**src/rtl/mavs_pkg.sv**
```systemverilog
// Package for the moving average with stability block.
// Holds widths, register and operation codes, reset values and the divider status type.
// No dependencies; every other file except mavs_ram refers to it by scoped names.
package mavs_pkg;

	localparam int WINDOW_MAX = 16;
	localparam int DATA_W     = 8;
	localparam int AW         = $clog2(WINDOW_MAX);
	localparam int SIZE_W     = $clog2(WINDOW_MAX + 1);
	localparam int TOTAL_W    = DATA_W + AW;
	localparam int CNT_W      = $clog2(TOTAL_W);
	localparam int IDX_W      = 2;

	localparam logic [IDX_W-1:0] REG_WINDOW_SIZE = IDX_W'(0);
	localparam logic [IDX_W-1:0] REG_STAB_THR    = IDX_W'(1);

	localparam logic OP_PUSH    = 1'b0;
	localparam logic OP_RESTART = 1'b1;

	localparam logic [SIZE_W-1:0] WINDOW_SIZE_RST = SIZE_W'(16);
	localparam logic [DATA_W-1:0] STAB_THR_RST    = DATA_W'(5);

	typedef struct packed {
		logic busy;
		logic done;
	} div_stat_t;

endpackage

```
**src/rtl/mavs_ram.sv**
```systemverilog
// Generic single-write, single-read RAM with registered read data.
// Parameters set word width and depth; no package dependency.
module mavs_ram #(
	parameter int WIDTH = 8,
	parameter int DEPTH = 16
) (
	input  logic                     clk,
	input  logic                     we,
	input  logic [$clog2(DEPTH)-1:0] waddr,
	input  logic [WIDTH-1:0]         wdata,
	input  logic [$clog2(DEPTH)-1:0] raddr,
	output logic [WIDTH-1:0]         rdata
);

	logic [WIDTH-1:0] mem [DEPTH];

	always_ff @(posedge clk) begin
		if (we) begin
			mem[waddr] <= wdata;
		end
		rdata <= mem[raddr];
	end

endmodule

```
**src/rtl/mavs_div.sv**
```systemverilog
// Restoring divider, one quotient bit per cycle, for the window mean.
// Uses mavs_pkg for widths and the status struct.
module mavs_div (
	input  logic                          clk,
	input  logic                          arst_n,
	input  logic                          start,
	input  logic [mavs_pkg::TOTAL_W-1:0]  dividend,
	input  logic [mavs_pkg::SIZE_W-1:0]   divisor,
	output logic [mavs_pkg::DATA_W-1:0]   quotient,
	output mavs_pkg::div_stat_t           stat
);

	logic [mavs_pkg::SIZE_W-1:0]  rem_q;
	logic [mavs_pkg::TOTAL_W-1:0] dvd_q;
	logic [mavs_pkg::SIZE_W-1:0]  dsr_q;
	logic [mavs_pkg::CNT_W-1:0]   cnt_q;
	logic                         busy_q;
	logic                         done_q;
	logic [mavs_pkg::SIZE_W:0]    rem_sh;
	logic [mavs_pkg::SIZE_W:0]    rem_sub;
	logic                         ge;

	always_comb begin
		rem_sh  = {rem_q, dvd_q[mavs_pkg::TOTAL_W-1]};
		ge      = rem_sh >= {1'b0, dsr_q};
		rem_sub = rem_sh - {1'b0, dsr_q};
	end

	always_ff @(posedge clk or negedge arst_n) begin
		if (!arst_n) begin
			rem_q  <= '0;
			dvd_q  <= '0;
			dsr_q  <= '0;
			cnt_q  <= '0;
			busy_q <= 1'b0;
			done_q <= 1'b0;
		end else if (start) begin
			rem_q  <= '0;
			dvd_q  <= dividend;
			dsr_q  <= divisor;
			cnt_q  <= '0;
			busy_q <= 1'b1;
			done_q <= 1'b0;
		end else if (busy_q) begin
			rem_q <= ge ? rem_sub[mavs_pkg::SIZE_W-1:0] : rem_sh[mavs_pkg::SIZE_W-1:0];
			dvd_q <= {dvd_q[mavs_pkg::TOTAL_W-2:0], ge};
			cnt_q <= cnt_q + mavs_pkg::CNT_W'(1);
			if (cnt_q == mavs_pkg::CNT_W'(mavs_pkg::TOTAL_W - 1)) begin
				busy_q <= 1'b0;
				done_q <= 1'b1;
			end
		end
	end

	assign quotient  = dvd_q[mavs_pkg::DATA_W-1:0];
	assign stat.busy = busy_q;
	assign stat.done = done_q;

endmodule

```
**src/rtl/moving_average_with_stability_top.sv**
```systemverilog
// Boxcar moving average over 8-bit samples with an adjacent-slot stability flag.
// Uses mavs_pkg, mavs_ram (sample ring) and mavs_div (mean division).
//
// Request channel (req_valid / req_stall) carries op and sample; a transfer
// happens when req_valid is high and req_stall is low. Op restart latches the
// clamped window size, empties the ring, zeroes the sum and arms the filter;
// it gives no response. Op push gives one response on rsp_valid / rsp_stall
// with average and stable.
// Before the first restart a push passes the sample through with stable low.
// Armed push: the ring slot is read, the sum updated and written back, then a
// scan reads slots 0 to N-1 through the single RAM read port while the divider
// produces one quotient bit a cycle over 12 steps, with N the window size; one
// item is in work at a time.
// A finished response waits in the output register while the next request is
// taken; it holds while rsp_stall is high.
// Configuration: cfg_valid / cfg_ready with cfg_index and cfg_data; cfg_ready
// is always high. Index 0 is window_size, index 1 the stability limit.
// Reset: filter disarmed, ring reads as zero, window size 16, threshold 5.
module moving_average_with_stability_top (
	input  logic                          clk,
	input  logic                          arst_n,
	input  logic                          req_valid,
	output logic                          req_stall,
	input  logic                          op,
	input  logic [mavs_pkg::DATA_W-1:0]   sample,
	output logic                          rsp_valid,
	input  logic                          rsp_stall,
	output logic [mavs_pkg::DATA_W-1:0]   average,
	output logic                          stable,
	input  logic                          cfg_valid,
	output logic                          cfg_ready,
	input  logic [mavs_pkg::IDX_W-1:0]    cfg_index,
	input  logic [mavs_pkg::DATA_W-1:0]   cfg_data
);

	typedef enum logic [2:0] {
		ST_IDLE,
		ST_UPD,
		ST_SCAN,
		ST_DRAIN,
		ST_DONE
	} state_t;

	state_t                        state_q;
	logic                          armed_q;
	logic [mavs_pkg::SIZE_W-1:0]   size_q;
	logic [mavs_pkg::AW-1:0]       slot_q;
	logic [mavs_pkg::TOTAL_W-1:0]  total_q;
	logic [mavs_pkg::WINDOW_MAX-1:0] vld_q;
	logic [mavs_pkg::DATA_W-1:0]   sample_q;
	logic [mavs_pkg::AW-1:0]       scan_idx_q;
	logic                          rd_s1;
	logic [mavs_pkg::AW-1:0]       idx_s1;
	logic                          vld_s1;
	logic [mavs_pkg::DATA_W-1:0]   prev_q;
	logic [mavs_pkg::DATA_W-1:0]   worst_q;
	logic [mavs_pkg::DATA_W-1:0]   res_avg_q;
	logic                          chk_q;
	logic                          rsp_valid_q;
	logic [mavs_pkg::DATA_W-1:0]   average_q;
	logic                          stable_q;
	logic [mavs_pkg::SIZE_W-1:0]   window_size_q;
	logic [mavs_pkg::DATA_W-1:0]   thr_q;

	logic                          req_xfer;
	logic                          out_free;
	logic [mavs_pkg::AW-1:0]       raddr;
	logic                          ram_we;
	logic [mavs_pkg::DATA_W-1:0]   rdata;
	logic [mavs_pkg::DATA_W-1:0]   rd_val;
	logic [mavs_pkg::DATA_W-1:0]   diff;
	logic [mavs_pkg::TOTAL_W-1:0]  total_nxt;
	logic [mavs_pkg::SIZE_W-1:0]   slot_inc;
	logic [mavs_pkg::SIZE_W-1:0]   size_clamp;
	logic [mavs_pkg::DATA_W-1:0]   quotient;
	mavs_pkg::div_stat_t           div_stat;

	assign req_stall = state_q != ST_IDLE;
	assign req_xfer  = req_valid && !req_stall;
	assign out_free  = !rsp_valid_q || !rsp_stall;
	assign cfg_ready = 1'b1;

	always_comb begin
		raddr     = (state_q == ST_SCAN) ? scan_idx_q : slot_q;
		ram_we    = state_q == ST_UPD;
		rd_val    = vld_s1 ? rdata : '0;
		diff      = (rd_val >= prev_q) ? rd_val - prev_q : prev_q - rd_val;
		total_nxt = total_q - mavs_pkg::TOTAL_W'(rd_val) + mavs_pkg::TOTAL_W'(sample_q);
		slot_inc  = {1'b0, slot_q} + mavs_pkg::SIZE_W'(1);
		if (window_size_q == '0) begin
			size_clamp = mavs_pkg::SIZE_W'(1);
		end else if (window_size_q > mavs_pkg::SIZE_W'(mavs_pkg::WINDOW_MAX)) begin
			size_clamp = mavs_pkg::SIZE_W'(mavs_pkg::WINDOW_MAX);
		end else begin
			size_clamp = window_size_q;
		end
	end

	mavs_ram #(
		.WIDTH(mavs_pkg::DATA_W),
		.DEPTH(mavs_pkg::WINDOW_MAX)
	) u_ring (
		.clk  (clk),
		.we   (ram_we),
		.waddr(slot_q),
		.wdata(sample_q),
		.raddr(raddr),
		.rdata(rdata)
	);

	mavs_div u_div (
		.clk     (clk),
		.arst_n  (arst_n),
		.start   (ram_we),
		.dividend(total_nxt),
		.divisor (size_q),
		.quotient(quotient),
		.stat    (div_stat)
	);

	always_ff @(posedge clk or negedge arst_n) begin
		if (!arst_n) begin
			window_size_q <= mavs_pkg::WINDOW_SIZE_RST;
			thr_q         <= mavs_pkg::STAB_THR_RST;
		end else if (cfg_valid && cfg_ready) begin
			case (cfg_index)
				mavs_pkg::REG_WINDOW_SIZE: window_size_q <= cfg_data[mavs_pkg::SIZE_W-1:0];
				mavs_pkg::REG_STAB_THR:    thr_q <= cfg_data;
				default: ;
			endcase
		end
	end

	always_ff @(posedge clk or negedge arst_n) begin
		if (!arst_n) begin
			state_q     <= ST_IDLE;
			armed_q     <= 1'b0;
			size_q      <= '0;
			slot_q      <= '0;
			total_q     <= '0;
			vld_q       <= '0;
			sample_q    <= '0;
			scan_idx_q  <= '0;
			rd_s1       <= 1'b0;
			idx_s1      <= '0;
			vld_s1      <= 1'b0;
			prev_q      <= '0;
			worst_q     <= '0;
			res_avg_q   <= '0;
			chk_q       <= 1'b0;
			rsp_valid_q <= 1'b0;
			average_q   <= '0;
			stable_q    <= 1'b0;
		end else begin
			if (state_q == ST_DONE && out_free) begin
				rsp_valid_q <= 1'b1;
			end else if (!rsp_stall) begin
				rsp_valid_q <= 1'b0;
			end
			rd_s1  <= state_q == ST_SCAN;
			idx_s1 <= scan_idx_q;
			vld_s1 <= vld_q[raddr];
			if (rd_s1) begin
				prev_q <= rd_val;
				if (idx_s1 != '0 && diff > worst_q) begin
					worst_q <= diff;
				end
			end
			case (state_q)
				ST_IDLE: begin
					if (req_xfer) begin
						sample_q <= sample;
						if (op == mavs_pkg::OP_RESTART) begin
							armed_q <= 1'b1;
							size_q  <= size_clamp;
							slot_q  <= '0;
							total_q <= '0;
							vld_q   <= '0;
						end else if (armed_q) begin
							state_q <= ST_UPD;
						end else begin
							res_avg_q <= sample;
							chk_q     <= 1'b0;
							state_q   <= ST_DONE;
						end
					end
				end
				ST_UPD: begin
					total_q       <= total_nxt;
					vld_q[slot_q] <= 1'b1;
					slot_q        <= (slot_inc >= size_q) ? '0 : slot_inc[mavs_pkg::AW-1:0];
					scan_idx_q    <= '0;
					worst_q       <= '0;
					chk_q         <= 1'b1;
					state_q       <= ST_SCAN;
				end
				ST_SCAN: begin
					if ({1'b0, scan_idx_q} == size_q - mavs_pkg::SIZE_W'(1)) begin
						state_q <= ST_DRAIN;
					end else begin
						scan_idx_q <= scan_idx_q + mavs_pkg::AW'(1);
					end
				end
				ST_DRAIN: begin
					if (!rd_s1 && div_stat.done) begin
						res_avg_q <= quotient;
						state_q   <= ST_DONE;
					end
				end
				ST_DONE: begin
					if (out_free) begin
						average_q   <= res_avg_q;
						stable_q    <= chk_q && (worst_q < thr_q);
						state_q     <= ST_IDLE;
					end
				end
				default: state_q <= ST_IDLE;
			endcase
		end
	end

	assign rsp_valid = rsp_valid_q;
	assign average   = average_q;
	assign stable    = stable_q;

endmodule

```
**config.mk**
```make
export PLATFORM = sky130hd
export DESIGN_NAME = moving_average_with_stability_top
export DESIGN_NICKNAME = d
export VERILOG_FILES = /design/src/rtl/mavs_pkg.sv /design/src/rtl/mavs_ram.sv /design/src/rtl/mavs_div.sv /design/src/rtl/moving_average_with_stability_top.sv
export SDC_FILE = /design/constraint.sdc
export NUM_CORES = 1
export LEC_CHECK = 0
export ABC_AREA = 0
export BUFFER_PORTS_ARGS = -buffer_cell sky130_fd_sc_hd__buf_2
export CORE_MARGIN = 2
export CORE_UTILIZATION = 30
export CTS_CLUSTER_SIZE = 14
export DETAILED_ROUTE_END_ITERATION = 10
export PLACE_DENSITY = 0.48
export SYNTH_ARGS = -nofsm -noshare
export SYNTH_HDL_FRONTEND = slang
export SYNTH_SLANG_ARGS = --single-unit
```
**constraint.sdc**
```tcl
create_clock -name clk -period 5.2 [get_ports clk]
set_clock_uncertainty 0.1 [all_clocks]
set_input_delay 0 -clock clk [delete_from_list [all_inputs] [get_ports clk]]
set_output_delay 0 -clock clk [all_outputs]
set_load 0.02 [all_outputs]
```
==> impl_metrics.csv <==
group,metric,value,unit
floorplanning,start_util,30.4,%
detailed_routing,first_pass_iters,5,
detailed_routing,wl_per_cell,17.4,um
cells_and_area,fin_util,35.0,%
run_status,status,"complete, but fails checks",
sta,post-route-period-util,83.4,%
detailed_routing,drc,0,
setup_path,endpoint_kind,"register",
place,dp_hpwl,20800,um
cells_and_area,fin_area,0.0151,mm2
clock_network,clock_latency,580,ps
run,max_cap_violations,0,
clock_network,htree_levels,1,
global_route,antenna_found_initial,0,
detailed_routing,wl,31800,um
synth,yosysUniqueCellTypes,62,
synth,synth_top_area_share,29.3,%
floorplanning,die_y,213,um
cells_and_area,area_delta_synth_final,15.2,%
synth,synthXorXnorAreaFrac,2.37,%
sta,max_slew_margin,19.6,%
synth,netlist_area,0.0131,mm2
cells_and_area,final_cell_mix,"142 x nand2_1, 132 x dfrtp_1, 128 x edfxtp_1, 78 x inv_1, 66 x nor2_1",
setup_path,cp-start-kind,"register",
sta,rsz0062_at_grt,"no",
cells_and_area,final_common_cell,"nand2_1",
sta,fin_setup_tns,0,ps
floorplanning,die_w,213,um
clock_network,cts_tree,"done",
pwr,max-vdd-ir-drop,0.306,mV
floorplanning,core_area,0.0432,mm2
setup_path,critPathMaxFanout,12,
run_status,violations,"negative hold slack",
clock_network,cts_resized,0,
setup_path,worst_ep_arrival_time,4700,ps
global_route,grt.total_usage,14.4,%
sta,finalHoldViolCount,25,
global_route,grt-ovfl-total,0,
cells_and_area,final_nets,1308,
min_path,hp-class,"primary input to async pin",
place,globalplace.congestion,0.820,
pwr,powerDensity,728,mW/mm2
synth,ys_seq_area_share,56.3,%
clock_network,clk_pin_slew_worst_paths,60,ps
setup_path,critPathRequiredTime,5560,ps
sta,timing.fmax,230,MHz
detailed_routing,avgViaCountPerCell,4.78,
synth,synth.yosys.warnings,0,
global_route,grt_pass1_vias,8794,
detailed_routing,drt-initial-drc-count,558,
synth,synth-simple-area-share,11.3,%
synth,synth_cells,1166,
synth,synthAdderAreaFrac,6.94,%
floorplanning,design.portCount,36,
floorplanning,row_count,76,
synth,synth_area_leaders,"edfxtp_1 29%, dfrtp_1 25%, ha_1 5.7%, nand2_1 4.1%, a211oi_1 3.0%",
floorplanning,dieArea,0.0455,mm2
sta,tightestPinTransition,1200,ps
synth,synth-seq-cells,271,
setup_path,reg2reg_slack,860,ps
clock_network,numCtsBuffers,28,
pwr,leakagePower,6.13,nW
synth,yosys.area.top_type,"edfxtp_1",
sta,min_period,4340,ps
place,numPortBuffers,34,
synth,synth_fp_nets,1258,
synth,async_flop_share,49.8,%
synth,synth-edff-count,128,
sta,maxSlewViolCount,0,
clock_network,cts_buffer_depth,3,
synth,synthMuxAreaShare,4.64,%
place,placement.cell_area,0.0139,mm2
setup_path,critical_path_class,"register to register",
cells_and_area,drive_gt1_share,11.7,%
synth,synth_compound_area_share,13.9,%
sta,finalSetupViolCount,0,
global_route,grt_pass1_wl,50500,um
clock_network,cts_sinks,271,
synth,synthFlopType,"dfrtp_1",
sta,fin_hold_ws,-24.5,ps
detailed_routing,vias,8705,
global_route,grt_max_degree,90,
detailed_routing,ant_nets,0,
synth,synth_top_family_by_area,"compound AO/OA/AOI/OAI gates",
synth,avgSynthCellArea,11.3,um2
clock_network,cts_root_buffer,"clkbuf_16",
cells_and_area,n_antenna_cell,0,
-- kinds of logic after synthesis --
group | count (synthesis)
AND/OR/NAND/NOR | 323
AO/OA/AOI/OAI | 275
flip-flops | 271
buffers and inverters | 137
adder cells (fa/ha/maj) | 68
multiplexers | 57
XOR/XNOR | 34
other | 1
-- routing by layer --
metal,part of all wire [%],GRT usage [%],vias to the layer above,routed length (um)
met1,48,20.1,4288,15400
met4,1.8,3.88,0,569
met3,3.2,1.81,35,1000
met5,0,0,-,0
met2,47,23.5,130,14800
li1,-,-,4252,-
-- worst paths after layout --
kind,start,end,cells after the start
max,vld_s1,worst_q[3],16
min,arst_n,u_div.rem_q[2],2
max reg2reg,vld_s1,worst_q[3],16
min reg2reg,vld_q[15],vld_q[15],2
max in group asynchronous,arst_n,worst_q[3],3
min in group clk,sample[7],sample_q[7],4
-- synthesized netlist by cell type, drive strengths merged, types with 2 or more instances --
library cell and number:
a211o 3, a211oi 54, a21o 18, a21oi 57, a311oi 20, a31o 7, a31oi 37, a41oi 3
and2 42, and3 6, buf 28, clkbuf 31, dfrtp 132, dfstp 3, dfxtp 8, edfxtp 128
fa 8, ha 60, inv 78, mux2 28, mux2i 29, nand2 142, nand2b 13, nand3 8
nand3b 4, nand4 5, nor2 66, nor2b 7, nor3 19, nor3b 5, o211ai 5, o21ai 54
o21bai 4, o22ai 2, or2 4, xnor2 19, xor2 14
-- power breakdown --
group          total, mW  switching [mW]  internal (mW)
sequential          3.45           0.563           2.89
clock               2.05           0.892           1.16
combinational       5.50            3.18           2.32
-- critical path, cell delays in order (launching register included) --
cell,delay [ps]
dfrtp_1,540
nand2_1,210
ha_1,390
ha_1,240
a211oi_1,260
o211ai_1,160
a31oi_4,370
mux2_2,400
ha_1,300
nor2b_1,140
o211ai_1,90
a21boi_1,140
o221ai_1,150
a211oi_2,260
buf_4,190
nor3_1,50
a31o_2,230
-- registers in the layout, indices dropped and copies added, names as in the netlist, 5 cells and up --
signal / flops
u_div.rem_q: 5
prev_q: 8
window_size_q: 5
worst_q: 8
u_div.dsr_q: 5
average: 8
u_ring.rdata: 8
res_avg_q: 8
sample_q: 8
u_ring.mem: 128
u_div.dvd_q: 12
thr_q: 8
vld_q: 16
total_q: 12
size_q: 5
-- metrics by stage --
stage	power, mW	std cells	hold slack (ps)	setup WS (ps)
finish	11.0	1823	-24.5	861
global route	11.9	1823	43.7	529
CTS	11.1	1823	18.0	830
detailed placement	9.02	1742	47.4	864
global placement	9.00	1742	46.4	915
floorplan	7.49	1166	-396	927
-- cell type report --
class                           instances  area, um2
Clock inverter                         16        164
Multi-Input combinational cell        758       5180
Fill cell                            4390      28100
Clock buffer                           36        772
Inverter                               78        293
Timing Repair Buffer                   79        587
Tap cell                              585        732
Sequential cell                       271       7390
-- repair_timing --
item | 4_1_cts | 5_1_grt
setup buffers | 0 | 0
hold endpoints to repair | 121 | 0
hold buffers | 29 | 0
No activity file was read; power rests on OpenSTA's default activity.
